## config.mk

```make
export PLATFORM = sky130hd
export DESIGN_NAME = hashed_timer_wheel_top
export DESIGN_NICKNAME = d
export VERILOG_FILES = /design/src/rtl/core/htw_pkg.sv /design/src/rtl/core/htw_regs.sv /design/src/rtl/core/htw_div.sv /design/src/rtl/core/htw_ctrl.sv /design/src/rtl/core/htw_dp.sv /design/src/rtl/core/hashed_timer_wheel_top.sv
export VERILOG_INCLUDE_DIRS = /design/src /design/src/rtl/core
export SDC_FILE = /design/constraint.sdc
export NUM_CORES = 2
export LEC_CHECK = 0
export BUFFER_PORTS_ARGS = -buffer_cell sky130_fd_sc_hd__buf_2
export CORE_ASPECT_RATIO = 0.8
export CORE_UTILIZATION = 45
export DETAILED_ROUTE_END_ITERATION = 8
export REMOVE_ABC_BUFFERS = 1
export SYNTH_ARGS = -nofsm -noshare
export SYNTH_HDL_FRONTEND = slang
export SYNTH_SLANG_ARGS = --single-unit
```

## constraint.sdc

```tcl
create_clock -name clk -period 6.87 [get_ports clk]
set_input_delay 1.7175 -clock clk [delete_from_list [all_inputs] [get_ports clk]]
set_output_delay 1.7175 -clock clk [all_outputs]
set_load 0.005 [all_outputs]
```

## src/rtl/core/hashed_timer_wheel_top_macros.svh

```systemverilog
`ifndef HASHED_TIMER_WHEEL_TOP_MACROS_SVH
`define HASHED_TIMER_WHEEL_TOP_MACROS_SVH

// Same-cycle implication, checked outside reset.
`define HTW_ASSERT_IMP(label, ante, cons, msg) \
  label: assert property (@(posedge clk) disable iff (!rst_n) (ante) |-> (cons)) \
    else $error(msg);

// Next-cycle implication, checked outside reset.
`define HTW_ASSERT_NXT(label, ante, cons, msg) \
  label: assert property (@(posedge clk) disable iff (!rst_n) (ante) |=> (cons)) \
    else $error(msg);

`endif

```

## src/rtl/core/htw_pkg.sv

```systemverilog
`default_nettype none

package htw_pkg;

  localparam int ACTION_W  = 3;
  localparam int ID_W      = 6;
  localparam int TIMEOUT_W = 14;
  localparam int SLOTS_W   = 7;
  localparam int ROUNDS_W  = 8;
  localparam int COUNT_W   = 7;

  localparam int APB_AW = 3;
  localparam int APB_DW = 32;

  localparam int DEF_MAX_TIMERS = 64;
  localparam int DEF_MAX_SLOTS  = 64;

  localparam logic [SLOTS_W-1:0]  DEF_WHEEL_SLOTS = 7'd60;
  localparam logic [ROUNDS_W-1:0] DEF_MAX_ROUNDS  = 8'd10;

  // Register index as decoded from paddr[2].
  localparam logic REG_WHEEL_SLOTS = 1'b0;
  localparam logic REG_MAX_ROUNDS  = 1'b1;

  localparam logic [ACTION_W-1:0] ACT_ADD    = 3'd0;
  localparam logic [ACTION_W-1:0] ACT_REMOVE = 3'd1;
  localparam logic [ACTION_W-1:0] ACT_TICK   = 3'd2;
  localparam logic [ACTION_W-1:0] ACT_CLEAR  = 3'd3;
  localparam logic [ACTION_W-1:0] ACT_QUERY  = 3'd4;

  typedef struct packed {
    logic load;
    logic div_ptr_go;
    logic div_tmo_go;
    logic pmod_load;
    logic add_write;
    logic scan_step;
    logic ptr_adv;
    logic emit_step;
    logic op;
    logic resp;
  } cmd_t;

  typedef struct packed {
    logic [ACTION_W-1:0] act;
    logic                reject;
    logic                div_done;
    logic                scan_done;
    logic                emit_done;
    logic                no_fired;
    logic                out_free;
  } sts_t;

endpackage

`default_nettype wire

```

## src/rtl/core/htw_regs.sv

```systemverilog
`default_nettype none

module htw_regs (
  input  wire logic                             clk,
  input  wire logic                             rst_n,
  input  wire logic                             psel,
  input  wire logic                             penable,
  input  wire logic                             pwrite,
  input  wire logic [htw_pkg::APB_AW-1:0]       paddr,
  input  wire logic [htw_pkg::APB_DW-1:0]       pwdata,
  output logic      [htw_pkg::APB_DW-1:0]       prdata,
  output logic                                  pready,
  output logic      [htw_pkg::SLOTS_W-1:0]      wheel_slots,
  output logic      [htw_pkg::ROUNDS_W-1:0]     max_rounds
);

  localparam int DW = htw_pkg::APB_DW;

  logic [htw_pkg::SLOTS_W-1:0]  wheel_slots_r;
  logic [htw_pkg::ROUNDS_W-1:0] max_rounds_r;
  logic                         wr_en;

  assign wr_en  = psel && penable && pwrite;
  assign pready = 1'b1;

  always_ff @(posedge clk) begin
    if (!rst_n) begin
      wheel_slots_r <= htw_pkg::DEF_WHEEL_SLOTS;
      max_rounds_r  <= htw_pkg::DEF_MAX_ROUNDS;
    end else if (wr_en) begin
      case (paddr[2])
        htw_pkg::REG_WHEEL_SLOTS: wheel_slots_r <= pwdata[htw_pkg::SLOTS_W-1:0];
        htw_pkg::REG_MAX_ROUNDS:  max_rounds_r  <= pwdata[htw_pkg::ROUNDS_W-1:0];
        default: ;
      endcase
    end
  end

  always_comb begin
    case (paddr[2])
      htw_pkg::REG_WHEEL_SLOTS: prdata = DW'(wheel_slots_r);
      htw_pkg::REG_MAX_ROUNDS:  prdata = DW'(max_rounds_r);
      default:                  prdata = '0;
    endcase
  end

  assign wheel_slots = wheel_slots_r;
  assign max_rounds  = max_rounds_r;

endmodule

`default_nettype wire

```

## src/rtl/core/htw_div.sv

```systemverilog
`default_nettype none

module htw_div #(
  parameter int DVD_W = htw_pkg::TIMEOUT_W,
  parameter int DVS_W = 7
) (
  input  wire logic             clk,
  input  wire logic             rst_n,
  input  wire logic             start,
  input  wire logic [DVD_W-1:0] dividend,
  input  wire logic [DVS_W-1:0] divisor,
  output logic                  done,
  output logic      [DVD_W-1:0] quo,
  output logic      [DVS_W-1:0] rem
);

  localparam int CNT_W = $clog2(DVD_W + 1);

  logic             busy_r;
  logic             done_r;
  logic [CNT_W-1:0] cnt_r;
  logic [DVD_W-1:0] q_r;
  logic [DVS_W-1:0] r_r;

  logic [DVS_W:0]   shifted;
  logic [DVS_W:0]   diff;
  logic             ge;

  // One quotient bit per cycle, restoring form.
  always_comb begin
    shifted = {r_r, q_r[DVD_W-1]};
    diff    = shifted - {1'b0, divisor};
    ge      = shifted >= {1'b0, divisor};
  end

  always_ff @(posedge clk) begin
    if (!rst_n) begin
      busy_r <= 1'b0;
      done_r <= 1'b0;
      cnt_r  <= '0;
    end else begin
      done_r <= 1'b0;
      if (start) begin
        busy_r <= 1'b1;
        cnt_r  <= CNT_W'(DVD_W);
      end else if (busy_r) begin
        cnt_r <= cnt_r - CNT_W'(1);
        if (cnt_r == CNT_W'(1)) begin
          busy_r <= 1'b0;
          done_r <= 1'b1;
        end
      end
    end
  end

  always_ff @(posedge clk) begin
    if (start) begin
      q_r <= dividend;
      r_r <= '0;
    end else if (busy_r) begin
      q_r <= {q_r[DVD_W-2:0], ge};
      r_r <= ge ? diff[DVS_W-1:0] : shifted[DVS_W-1:0];
    end
  end

  assign done = done_r;
  assign quo  = q_r;
  assign rem  = r_r;

endmodule

`default_nettype wire

```

## src/rtl/core/htw_ctrl.sv

```systemverilog
`default_nettype none

module htw_ctrl (
  input  wire logic          clk,
  input  wire logic          rst_n,
  input  wire logic          in_valid,
  output logic               in_stall,
  input  wire htw_pkg::sts_t sts,
  output htw_pkg::cmd_t      cmd
);

  typedef enum logic [3:0] {
    S_IDLE,
    S_DECODE,
    S_DIVP,
    S_WAITP,
    S_DIVT,
    S_WAITT,
    S_WRITE,
    S_SCAN,
    S_ADV,
    S_EMIT,
    S_OP,
    S_RESP
  } state_t;

  state_t state_r;

  always_ff @(posedge clk) begin
    if (!rst_n) begin
      state_r <= S_IDLE;
    end else begin
      case (state_r)
        S_IDLE: begin
          if (in_valid) state_r <= S_DECODE;
        end
        S_DECODE: begin
          case (sts.act)
            htw_pkg::ACT_ADD:                     state_r <= sts.reject ? S_RESP : S_DIVP;
            htw_pkg::ACT_TICK:                    state_r <= S_DIVP;
            htw_pkg::ACT_REMOVE, htw_pkg::ACT_CLEAR: state_r <= S_OP;
            default:                              state_r <= S_RESP;
          endcase
        end
        S_DIVP:  state_r <= S_WAITP;
        S_WAITP: begin
          if (sts.div_done) state_r <= (sts.act == htw_pkg::ACT_ADD) ? S_DIVT : S_SCAN;
        end
        S_DIVT:  state_r <= S_WAITT;
        S_WAITT: begin
          if (sts.div_done) state_r <= S_WRITE;
        end
        S_WRITE: state_r <= S_RESP;
        S_SCAN: begin
          if (sts.scan_done) state_r <= S_ADV;
        end
        S_ADV:   state_r <= sts.no_fired ? S_RESP : S_EMIT;
        S_EMIT: begin
          if (sts.emit_done) state_r <= S_IDLE;
        end
        S_OP:    state_r <= S_RESP;
        S_RESP: begin
          if (sts.out_free) state_r <= S_IDLE;
        end
        default: state_r <= S_IDLE;
      endcase
    end
  end

  always_comb begin
    cmd            = '0;
    cmd.load       = (state_r == S_IDLE) && in_valid;
    cmd.div_ptr_go = state_r == S_DIVP;
    cmd.pmod_load  = (state_r == S_WAITP) && sts.div_done;
    cmd.div_tmo_go = state_r == S_DIVT;
    cmd.add_write  = state_r == S_WRITE;
    cmd.scan_step  = state_r == S_SCAN;
    cmd.ptr_adv    = state_r == S_ADV;
    cmd.emit_step  = state_r == S_EMIT;
    cmd.op         = state_r == S_OP;
    cmd.resp       = state_r == S_RESP;
  end

  assign in_stall = state_r != S_IDLE;

endmodule

`default_nettype wire

```

## src/rtl/core/htw_dp.sv

```systemverilog
`default_nettype none

module htw_dp #(
  parameter int MAX_TIMERS = htw_pkg::DEF_MAX_TIMERS,
  parameter int MAX_SLOTS  = htw_pkg::DEF_MAX_SLOTS
) (
  input  wire logic                             clk,
  input  wire logic                             rst_n,
  input  wire htw_pkg::cmd_t                    cmd,
  output htw_pkg::sts_t                         sts,
  input  wire logic [htw_pkg::SLOTS_W-1:0]      wheel_slots,
  input  wire logic [htw_pkg::ROUNDS_W-1:0]     max_rounds,
  input  wire logic [htw_pkg::ACTION_W-1:0]     in_action,
  input  wire logic [htw_pkg::ID_W-1:0]         in_timer_id,
  input  wire logic [htw_pkg::TIMEOUT_W-1:0]    in_timeout,
  output logic                                  out_valid,
  input  wire logic                             out_stall,
  output logic                                  out_status,
  output logic                                  out_fired,
  output logic      [htw_pkg::ID_W-1:0]         out_fired_id,
  output logic                                  out_present,
  output logic      [htw_pkg::COUNT_W-1:0]      out_active_count,
  output logic                                  out_last
);

  localparam int IDX_W  = $clog2(MAX_TIMERS);
  localparam int CNT_W  = $clog2(MAX_TIMERS + 1);
  localparam int SLOT_W = $clog2(MAX_SLOTS);
  localparam int SCNT_W = $clog2(MAX_SLOTS + 1);
  localparam int RND_W  = htw_pkg::ROUNDS_W;
  localparam int LIM_W  = SCNT_W + RND_W;
  localparam int ENT_W  = SLOT_W + RND_W;
  localparam int TMO_W  = htw_pkg::TIMEOUT_W;
  localparam int OID_W  = htw_pkg::ID_W;
  localparam int OCNT_W = htw_pkg::COUNT_W;

  // Captured word.
  logic [htw_pkg::ACTION_W-1:0] act_r;
  logic [OID_W-1:0]             id_r;
  logic [TMO_W-1:0]             tmo_r;

  // Wheel state.
  logic [MAX_TIMERS-1:0] valid_r, valid_nxt;
  logic [CNT_W-1:0]      count_r, count_nxt;
  logic [SLOT_W-1:0]     ptr_r, ptr_nxt;
  logic [SLOT_W-1:0]     pmod_r;
  logic [LIM_W-1:0]      limit_r;

  // Entry memory: target slot and rounds left per timer.
  logic [ENT_W-1:0] ent_mem_r [MAX_TIMERS];
  logic [ENT_W-1:0] rdata_r;
  logic             mem_we;
  logic [IDX_W-1:0] mem_wa;
  logic [ENT_W-1:0] mem_wd;

  // Scan and emit sequencing.
  logic [IDX_W:0]        idx_r, idx_nxt;
  logic [IDX_W-1:0]      pidx_r, pidx_nxt;
  logic                  pv_r, pv_nxt;
  logic [MAX_TIMERS-1:0] hit_r, hit_nxt;
  logic [CNT_W-1:0]      nf_r, nf_nxt;
  logic [CNT_W-1:0]      ecnt_r, ecnt_nxt;
  logic [IDX_W-1:0]      eidx_r, eidx_nxt;

  // Result register.
  logic               ov_r, ov_nxt;
  logic               o_load;
  logic               o_status_nxt, o_status_r;
  logic               o_fired_nxt, o_fired_r;
  logic [OID_W-1:0]   o_id_nxt, o_id_r;
  logic               o_present_nxt, o_present_r;
  logic               o_last_nxt, o_last_r;
  logic [OCNT_W-1:0]  o_cnt_r;

  // Divider.
  logic              div_start;
  logic [TMO_W-1:0]  div_dvd;
  logic              div_done;
  logic [TMO_W-1:0]  div_quo;
  logic [SCNT_W-1:0] div_rem;

  logic [SCNT_W-1:0] slots;
  logic [RND_W-1:0]  rounds_eff;
  logic              id_ok;
  logic [IDX_W-1:0]  id_idx;
  logic              reject;
  logic              out_free;
  logic              emit_done;
  logic              scan_done;
  logic [SLOT_W-1:0] ent_slot;
  logic [RND_W-1:0]  ent_rnd;
  logic              hit;
  logic [SLOT_W:0]   slot_sum;
  logic [SLOT_W:0]   ptr_inc;

  always_comb begin
    if (wheel_slots == '0) begin
      slots = SCNT_W'(1);
    end else if (int'(wheel_slots) > MAX_SLOTS) begin
      slots = SCNT_W'(MAX_SLOTS);
    end else begin
      slots = SCNT_W'(wheel_slots);
    end
    rounds_eff = (max_rounds == '0) ? RND_W'(1) : max_rounds;
  end

  assign id_ok     = int'(id_r) < MAX_TIMERS;
  assign id_idx    = id_r[IDX_W-1:0];
  assign reject    = !id_ok || (tmo_r == '0) || (int'(tmo_r) > int'(limit_r));
  assign out_free  = !ov_r || !out_stall;
  assign emit_done = ecnt_r == nf_r;
  assign scan_done = (idx_r == (IDX_W+1)'(MAX_TIMERS)) && !pv_r;
  assign ent_slot  = rdata_r[ENT_W-1 -: SLOT_W];
  assign ent_rnd   = rdata_r[RND_W-1:0];
  assign hit       = pv_r && valid_r[pidx_r] && (ent_slot == pmod_r);

  assign div_start = cmd.div_ptr_go || cmd.div_tmo_go;
  assign div_dvd   = cmd.div_ptr_go ? TMO_W'(ptr_r) : tmo_r;

  htw_div #(
    .DVD_W (TMO_W),
    .DVS_W (SCNT_W)
  ) u_div (
    .clk      (clk),
    .rst_n    (rst_n),
    .start    (div_start),
    .dividend (div_dvd),
    .divisor  (slots),
    .done     (div_done),
    .quo      (div_quo),
    .rem      (div_rem)
  );

  always_comb begin
    valid_nxt     = valid_r;
    count_nxt     = count_r;
    ptr_nxt       = ptr_r;
    idx_nxt       = idx_r;
    pidx_nxt      = pidx_r;
    pv_nxt        = 1'b0;
    hit_nxt       = hit_r;
    nf_nxt        = nf_r;
    ecnt_nxt      = ecnt_r;
    eidx_nxt      = eidx_r;
    mem_we        = 1'b0;
    mem_wa        = id_idx;
    mem_wd        = '0;
    o_load        = 1'b0;
    o_status_nxt  = 1'b0;
    o_fired_nxt   = 1'b0;
    o_id_nxt      = '0;
    o_present_nxt = 1'b0;
    o_last_nxt    = 1'b1;
    slot_sum      = (SLOT_W+1)'(pmod_r) + (SLOT_W+1)'(div_rem);
    ptr_inc       = (SLOT_W+1)'(pmod_r) + (SLOT_W+1)'(1);

    if (cmd.load) begin
      idx_nxt  = '0;
      hit_nxt  = '0;
      nf_nxt   = '0;
      ecnt_nxt = '0;
      eidx_nxt = '0;
    end

    if (cmd.add_write) begin
      // The offset is below the wheel size, so one subtraction wraps the sum.
      if (int'(slot_sum) >= int'(slots)) begin
        slot_sum = slot_sum - (SLOT_W+1)'(slots);
      end
      mem_we = 1'b1;
      mem_wa = id_idx;
      mem_wd = {slot_sum[SLOT_W-1:0], div_quo[RND_W-1:0]};
      if (!valid_r[id_idx]) begin
        valid_nxt[id_idx] = 1'b1;
        count_nxt         = count_r + CNT_W'(1);
      end
    end

    if (cmd.scan_step) begin
      if (idx_r != (IDX_W+1)'(MAX_TIMERS)) begin
        pidx_nxt = idx_r[IDX_W-1:0];
        pv_nxt   = 1'b1;
        idx_nxt  = idx_r + (IDX_W+1)'(1);
      end
      if (hit) begin
        if (ent_rnd != '0) begin
          mem_we = 1'b1;
          mem_wa = pidx_r;
          mem_wd = {ent_slot, ent_rnd - RND_W'(1)};
        end else begin
          valid_nxt[pidx_r] = 1'b0;
          hit_nxt[pidx_r]   = 1'b1;
          count_nxt         = count_r - CNT_W'(1);
          nf_nxt            = nf_r + CNT_W'(1);
        end
      end
    end

    if (cmd.ptr_adv) begin
      ptr_nxt = (int'(ptr_inc) == int'(slots)) ? '0 : ptr_inc[SLOT_W-1:0];
    end

    // Walk the fired mask in id order, holding on a set bit until the
    // output register can take the word.
    if (cmd.emit_step && !emit_done) begin
      if (hit_r[eidx_r]) begin
        if (out_free) begin
          o_load      = 1'b1;
          o_fired_nxt = 1'b1;
          o_id_nxt    = OID_W'(eidx_r);
          o_last_nxt  = (ecnt_r + CNT_W'(1)) == nf_r;
          ecnt_nxt    = ecnt_r + CNT_W'(1);
          eidx_nxt    = eidx_r + IDX_W'(1);
        end
      end else begin
        eidx_nxt = eidx_r + IDX_W'(1);
      end
    end

    if (cmd.op) begin
      if (act_r == htw_pkg::ACT_REMOVE) begin
        if (id_ok && valid_r[id_idx]) begin
          valid_nxt[id_idx] = 1'b0;
          count_nxt         = count_r - CNT_W'(1);
        end
      end else begin
        valid_nxt = '0;
        count_nxt = '0;
        ptr_nxt   = '0;
      end
    end

    if (cmd.resp && out_free) begin
      o_load        = 1'b1;
      o_status_nxt  = (act_r == htw_pkg::ACT_ADD) && reject;
      o_present_nxt = (act_r == htw_pkg::ACT_QUERY) && id_ok && valid_r[id_idx];
    end

    ov_nxt = o_load ? 1'b1 : (ov_r && out_stall);
  end

  always_ff @(posedge clk) begin
    if (!rst_n) begin
      valid_r <= '0;
      count_r <= '0;
      ptr_r   <= '0;
      pv_r    <= 1'b0;
      idx_r   <= '0;
      nf_r    <= '0;
      ecnt_r  <= '0;
      eidx_r  <= '0;
      ov_r    <= 1'b0;
    end else begin
      valid_r <= valid_nxt;
      count_r <= count_nxt;
      ptr_r   <= ptr_nxt;
      pv_r    <= pv_nxt;
      idx_r   <= idx_nxt;
      nf_r    <= nf_nxt;
      ecnt_r  <= ecnt_nxt;
      eidx_r  <= eidx_nxt;
      ov_r    <= ov_nxt;
    end
  end

  always_ff @(posedge clk) begin
    if (cmd.load) begin
      act_r <= in_action;
      id_r  <= in_timer_id;
      tmo_r <= in_timeout;
    end
    if (cmd.pmod_load) begin
      pmod_r <= div_rem[SLOT_W-1:0];
    end
    limit_r <= LIM_W'(slots) * LIM_W'(rounds_eff);
    pidx_r  <= pidx_nxt;
    hit_r   <= hit_nxt;
    if (o_load) begin
      o_status_r  <= o_status_nxt;
      o_fired_r   <= o_fired_nxt;
      o_id_r      <= o_id_nxt;
      o_present_r <= o_present_nxt;
      o_last_r    <= o_last_nxt;
      o_cnt_r     <= OCNT_W'(count_r);
    end
  end

  always_ff @(posedge clk) begin
    if (mem_we) begin
      ent_mem_r[mem_wa] <= mem_wd;
    end
    rdata_r <= ent_mem_r[idx_r[IDX_W-1:0]];
  end

  always_comb begin
    sts           = '0;
    sts.act       = act_r;
    sts.reject    = reject;
    sts.div_done  = div_done;
    sts.scan_done = scan_done;
    sts.emit_done = emit_done;
    sts.no_fired  = nf_r == '0;
    sts.out_free  = out_free;
  end

  assign out_valid        = ov_r;
  assign out_status       = o_status_r;
  assign out_fired        = o_fired_r;
  assign out_fired_id     = o_id_r;
  assign out_present      = o_present_r;
  assign out_active_count = o_cnt_r;
  assign out_last         = o_last_r;

endmodule

`default_nettype wire

```

## src/rtl/core/hashed_timer_wheel_top.sv

```systemverilog
`default_nettype none

// Hashed timing wheel for up to MAX_TIMERS timers keyed by id, on a wheel of up to
// MAX_SLOTS slots. Each input word is one action (add, remove, tick, clear, query).
// Each action is answered by one result word, except a tick that expires timers. That
// tick gives one word per expired id in ascending order, with last set on the final
// one. Every word carries the armed count after the whole action. One word is worked
// on at a time. A query, a rejected add or an unknown action goes straight to its
// result, and a remove or a clear first updates the table. An accepted add makes two
// passes of the serial divider (pointer reduction, then slot and round count). A tick
// makes one divider pass, then scans the entry memory at one entry per cycle, then
// walks the fired ids out. An action is held further while a result word waits on
// out_stall. A new word is taken as soon as the previous one is finished, even while
// its last result still waits at the output.

`include "hashed_timer_wheel_top_macros.svh"

module hashed_timer_wheel_top #(
  parameter int MAX_TIMERS = htw_pkg::DEF_MAX_TIMERS,
  parameter int MAX_SLOTS  = htw_pkg::DEF_MAX_SLOTS
) (
  input  wire logic                              clk,
  input  wire logic                              rst_n,
  input  wire logic                              in_valid,
  output logic                                   in_stall,
  input  wire logic [htw_pkg::ACTION_W-1:0]      in_action,
  input  wire logic [htw_pkg::ID_W-1:0]          in_timer_id,
  input  wire logic [htw_pkg::TIMEOUT_W-1:0]     in_timeout,
  output logic                                   out_valid,
  input  wire logic                              out_stall,
  output logic                                   out_status,
  output logic                                   out_fired,
  output logic      [htw_pkg::ID_W-1:0]          out_fired_id,
  output logic                                   out_present,
  output logic      [htw_pkg::COUNT_W-1:0]       out_active_count,
  output logic                                   out_last,
  input  wire logic                              psel,
  input  wire logic                              penable,
  input  wire logic                              pwrite,
  input  wire logic [htw_pkg::APB_AW-1:0]        paddr,
  input  wire logic [htw_pkg::APB_DW-1:0]        pwdata,
  output logic      [htw_pkg::APB_DW-1:0]        prdata,
  output logic                                   pready
);

  logic [htw_pkg::SLOTS_W-1:0]  wheel_slots;
  logic [htw_pkg::ROUNDS_W-1:0] max_rounds;
  htw_pkg::cmd_t                cmd;
  htw_pkg::sts_t                sts;

  htw_regs u_regs (
    .clk         (clk),
    .rst_n       (rst_n),
    .psel        (psel),
    .penable     (penable),
    .pwrite      (pwrite),
    .paddr       (paddr),
    .pwdata      (pwdata),
    .prdata      (prdata),
    .pready      (pready),
    .wheel_slots (wheel_slots),
    .max_rounds  (max_rounds)
  );

  htw_ctrl u_ctrl (
    .clk      (clk),
    .rst_n    (rst_n),
    .in_valid (in_valid),
    .in_stall (in_stall),
    .sts      (sts),
    .cmd      (cmd)
  );

  htw_dp #(
    .MAX_TIMERS (MAX_TIMERS),
    .MAX_SLOTS  (MAX_SLOTS)
  ) u_dp (
    .clk              (clk),
    .rst_n            (rst_n),
    .cmd              (cmd),
    .sts              (sts),
    .wheel_slots      (wheel_slots),
    .max_rounds       (max_rounds),
    .in_action        (in_action),
    .in_timer_id      (in_timer_id),
    .in_timeout       (in_timeout),
    .out_valid        (out_valid),
    .out_stall        (out_stall),
    .out_status       (out_status),
    .out_fired        (out_fired),
    .out_fired_id     (out_fired_id),
    .out_present      (out_present),
    .out_active_count (out_active_count),
    .out_last         (out_last)
  );

  // An accepted word keeps the input stalled while it is worked on.
  `HTW_ASSERT_NXT(a_accept_busy, in_valid && !in_stall, in_stall, "input not stalled")
  // The divider only finishes in the middle of a word.
  `HTW_ASSERT_IMP(a_div_in_item, sts.div_done, in_stall, "divider done while idle")
  // An expiry report is never also a rejection or a query answer.
  `HTW_ASSERT_IMP(a_fired_clean, out_valid && out_fired, !out_status && !out_present, "fired flags")
  // The armed count never exceeds the timer table.
  `HTW_ASSERT_IMP(a_count_bound, out_valid, int'(out_active_count) <= MAX_TIMERS, "count too big")

endmodule

`default_nettype wire
```

==> flow_metrics.py <==
metrics = {
    "clock_tree": {
        "clock_latency_ps": 770,
        "cts_sinks": 1193,
        "htreeDepth": 3,
        "cts_hold_buf": 0,
        "post-cts-setup-buffers": 0,
        "cts_resized": 0,
        "ctsRootBufferMaster": "clkbuf_16",
        "clkTransAtPathRegs_ps": 70,
        "cts_tree": "yes",
        "clock_path_buffers": 3,
        "cts_buffers": 114,
    },
    "critical_path": {
        "rrSetupSlack_ps": 1400,
        "crit_path_end_kind": "flip-flop",
        "path_buf_inv": 2,
        "crit_type": "reg -> reg",
        "worstPathRequired_ps": 7370,
        "critPathMaxStageDelay_ps": 850,
        "path_cells": "nor2b_1 > inv_1 > ha_1 > nor2b_1 > o21ai_0 > a21boi_0 > o21ai_0 > a31oi_1 > a211oi_1 > mux2i_1 > o21ai_4 > buf_4",
        "path_delay_family": "compound AO/OA/AOI/OAI gates",
        "cp.arrival_ps": 5970,
        "start_kind": "flip-flop",
        "reg2reg_depth": 12,
        "slowest_stage": "a211oi_1",
        "critPathMaxFanout": 33,
        "r2r-end": "u_dp.ent_mem_r[40][13]",
        "regToRegStartpoint": "u_regs.wheel_slots[6]",
    },
    "sta": {
        "finClkSkew_ps": 64.2,
        "hold_violations": 0,
        "period_minus_slack_ps": 5470,
        "timing.fmax_mhz": 183,
        "setup_tns_ps": 0,
        "slew_headroom_pct": 14.3,
        "fin_crit_sh_pct": 79.7,
        "slew_viol_final": 0,
        "worst_slew_pin_slew_ps": 1280,
        "setup_viol": 0,
        "hold_ws_ps": 454,
        "rsz0062_at_grt": "no",
    },
    "pwr": {
        "total_power_mw": 15.5,
        "power.leakage_nw": 16.3,
        "p_per_area_mw_per_mm2": 268,
        "ir_drop_mv": 0.241,
    },
    "cells_and_area": {
        "multi_input_area_mm2": 0.0172,
        "post-route-util_pct": 51.0,
        "nets": 3547,
        "register_area_mm2": 0.0335,
        "syn_to_final_growth_pct": 11.7,
        "finalNonFillerCells": 4974,
        "drive_gt1_share_pct": 21.5,
        "fillCellCount": 9260,
        "antenna_cells": 0,
    },
    "die": {
        "die-area_mm2": 0.116,
        "start_util_pct": 45.7,
        "chipHeight_um": 305,
        "fp.dieW_um": 381,
        "rows": 110,
        "core-area_mm2": 0.113,
        "io_pins": 117,
    },
    "drt": {
        "avgViaCountPerCell": 6.02,
        "drt-initial-drc-count": 3175,
        "wl_per_cell_um": 26.9,
        "drc": 0,
        "final_antenna_net_count": 0,
        "dr.pass1.iters": 5,
        "totalWireLength_um": 134000,
        "num_vias": 29900,
    },
    "global_route": {
        "grt_pass1_vias": 30200,
        "antenna_found_initial": 5,
        "grt.overflow.total": 0,
        "grt.total_usage_pct": 23.1,
        "grt_pass1_wl_um": 199000,
        "grt_max_degree": 116,
    },
    "synthesis": {
        "synth_flop_cell": "edfxtp_1",
        "synth.most_common_cell": "edfxtp_1",
        "ys_async_sr_fraction_pct": 0,
        "ys_types": 92,
        "ys_top_cells_by_area": "edfxtp_1 56%, mux4_2 14%, dfxtp_1 8.9%",
        "synth.largest_area_cell": "edfxtp_1",
        "synth-seq-cells": 1193,
        "synthCells": 3270,
        "synthTopCellsByCount": "962 x edfxtp_1, 325 x mux4_2, 231 x dfxtp_1, 219 x nand2_1, 167 x nor2_1",
        "synth_area_per_cell_um2": 15.8,
        "synth-seq-area-share_pct": 64.8,
        "yosysTopAreaCellShare_pct": 55.8,
        "synth_edf_count": 962,
        "ys_warn_count": 0,
        "syn-cell-area_mm2": 0.0517,
    },
    "min_path": {
        "min_path_type": "reg -> reg",
        "hold-path-cell-count": 2,
        "hold-path-endpoint": "u_dp.hit_r[45]",
        "worstHoldStart": "u_dp.hit_r[45]",
    },
    "placement": {
        "dp_hpwl_um": 83700,
        "numPortBuffers": 65,
        "gp_congestion": 0.931,
        "place_inst": 4767,
    },
    "flow_run": {
        "drv_cap": 0,
    },
    "outcome": {
        "outcome": "completed",
    },
}
## routing by layer
layer  share of wire, %  GRT usage, %  up-vias  wire (um)
met4                2.5          6.72        4       3290
met2                 46          35.4     1206      61700
met5              0.020             0        -         27
met1                 44          34.0    15600      59000
met3                7.5          4.06      216      10000
li1                   -             -    12900          -
## worst min-delay path, cell delays in order (launching register included)
cell     delay, ps
dfxtp_1        330
nand2_1         40
o21ai_0         50
## sequential cells by signal, indices dropped and copies added (netlist names), 3 cells and up
name	count
u_dp.u_div.rem	7
u_dp.ecnt_r	7
u_dp.eidx_r	6
u_dp.rdata_r	14
u_dp.limit_r	15
u_dp.idx_r	7
u_dp.tmo_r	14
u_dp.ptr_r	6
u_dp.count_r	7
u_dp.u_div.quo	14
u_dp.out_fired_id	6
u_dp.pidx_r	6
u_regs.max_rounds	8
u_dp.u_div.cnt_r	4
u_dp.ent_mem_r	896
u_dp.id_idx	6
u_regs.wheel_slots	7
u_dp.hit_r	64
u_dp.valid_r	64
u_dp.act_r	3
u_dp.pmod_r	6
u_ctrl.state_r	4
u_dp.out_active_count	7
u_dp.nf_r	7
## final cells by class
class | instances | area share (%)
multi-input cells | 1793 | 29.8
inverters | 87 | 0.565
clock inverters | 63 | 1.10
clock buffers | 144 | 5.15
well taps | 1512 | 3.27
flip-flops and latches | 1193 | 58.0
repair buffers | 182 | 2.15
## layout by cell type, fill, tap and decap left out, types with 42 or more instances in the layout
master       n
and2_1      63
inv_1       86
nor3_1      48
nand2_1    219
buf_4      114
a21oi_1    160
mux2i_1     42
o21ai_0     99
edfxtp_1   962
mux4_2     325
buf_2       65
xnor2_1     42
dfxtp_1    227
nor2_1     161
ha_1        79
clkbuf_16  114
## worst max-delay path by stage
stage | from | slack (ps) | depth (start not counted) | endpoint
floorplan | u_dp.idx_r[0] | -4230 | 6 | u_dp.idx_r[0]
global placement | u_regs.wheel_slots[6] | 1600 | 12 | u_dp.ent_mem_r[34][13]
detailed placement | u_regs.wheel_slots[6] | 1350 | 12 | u_dp.ent_mem_r[32][13]
CTS | u_regs.wheel_slots[6] | 1310 | 12 | u_dp.ent_mem_r[37][13]
global route | u_regs.wheel_slots[6] | 990 | 12 | u_dp.ent_mem_r[36][13]
finish | u_regs.wheel_slots[6] | 1400 | 12 | u_dp.ent_mem_r[40][13]
## where the power goes
part	internal (mW)	switching, mW
sequential	7.89	0.177
clock	3.32	2.79
combinational	0.488	0.851
total	11.7	3.82
## per-stage QoR
| step | cell area, um2 | setup WS (ps) |
|---|---|---|
| after detailed placement | 54200 | 1350 |
| after global placement | 54200 | 1600 |
| final | 57800 | 1400 |
| after CTS | 57800 | 1310 |
| after global routing | 57800 | 994 |
| after floorplan | 50800 | -4230 |
## kinds of logic after synthesis
kind of cell	after synthesis	synth area share, %
buf+inv	307	2.55
flops	1193	64.8
simple gates	693	6.51
xor+xnor	62	1.05
fa+ha+maj	111	3.15
other cells	2	0.0145
compound gates	511	6.45
mux	391	15.5
Note: power is estimated with default switching activity, not from simulation.
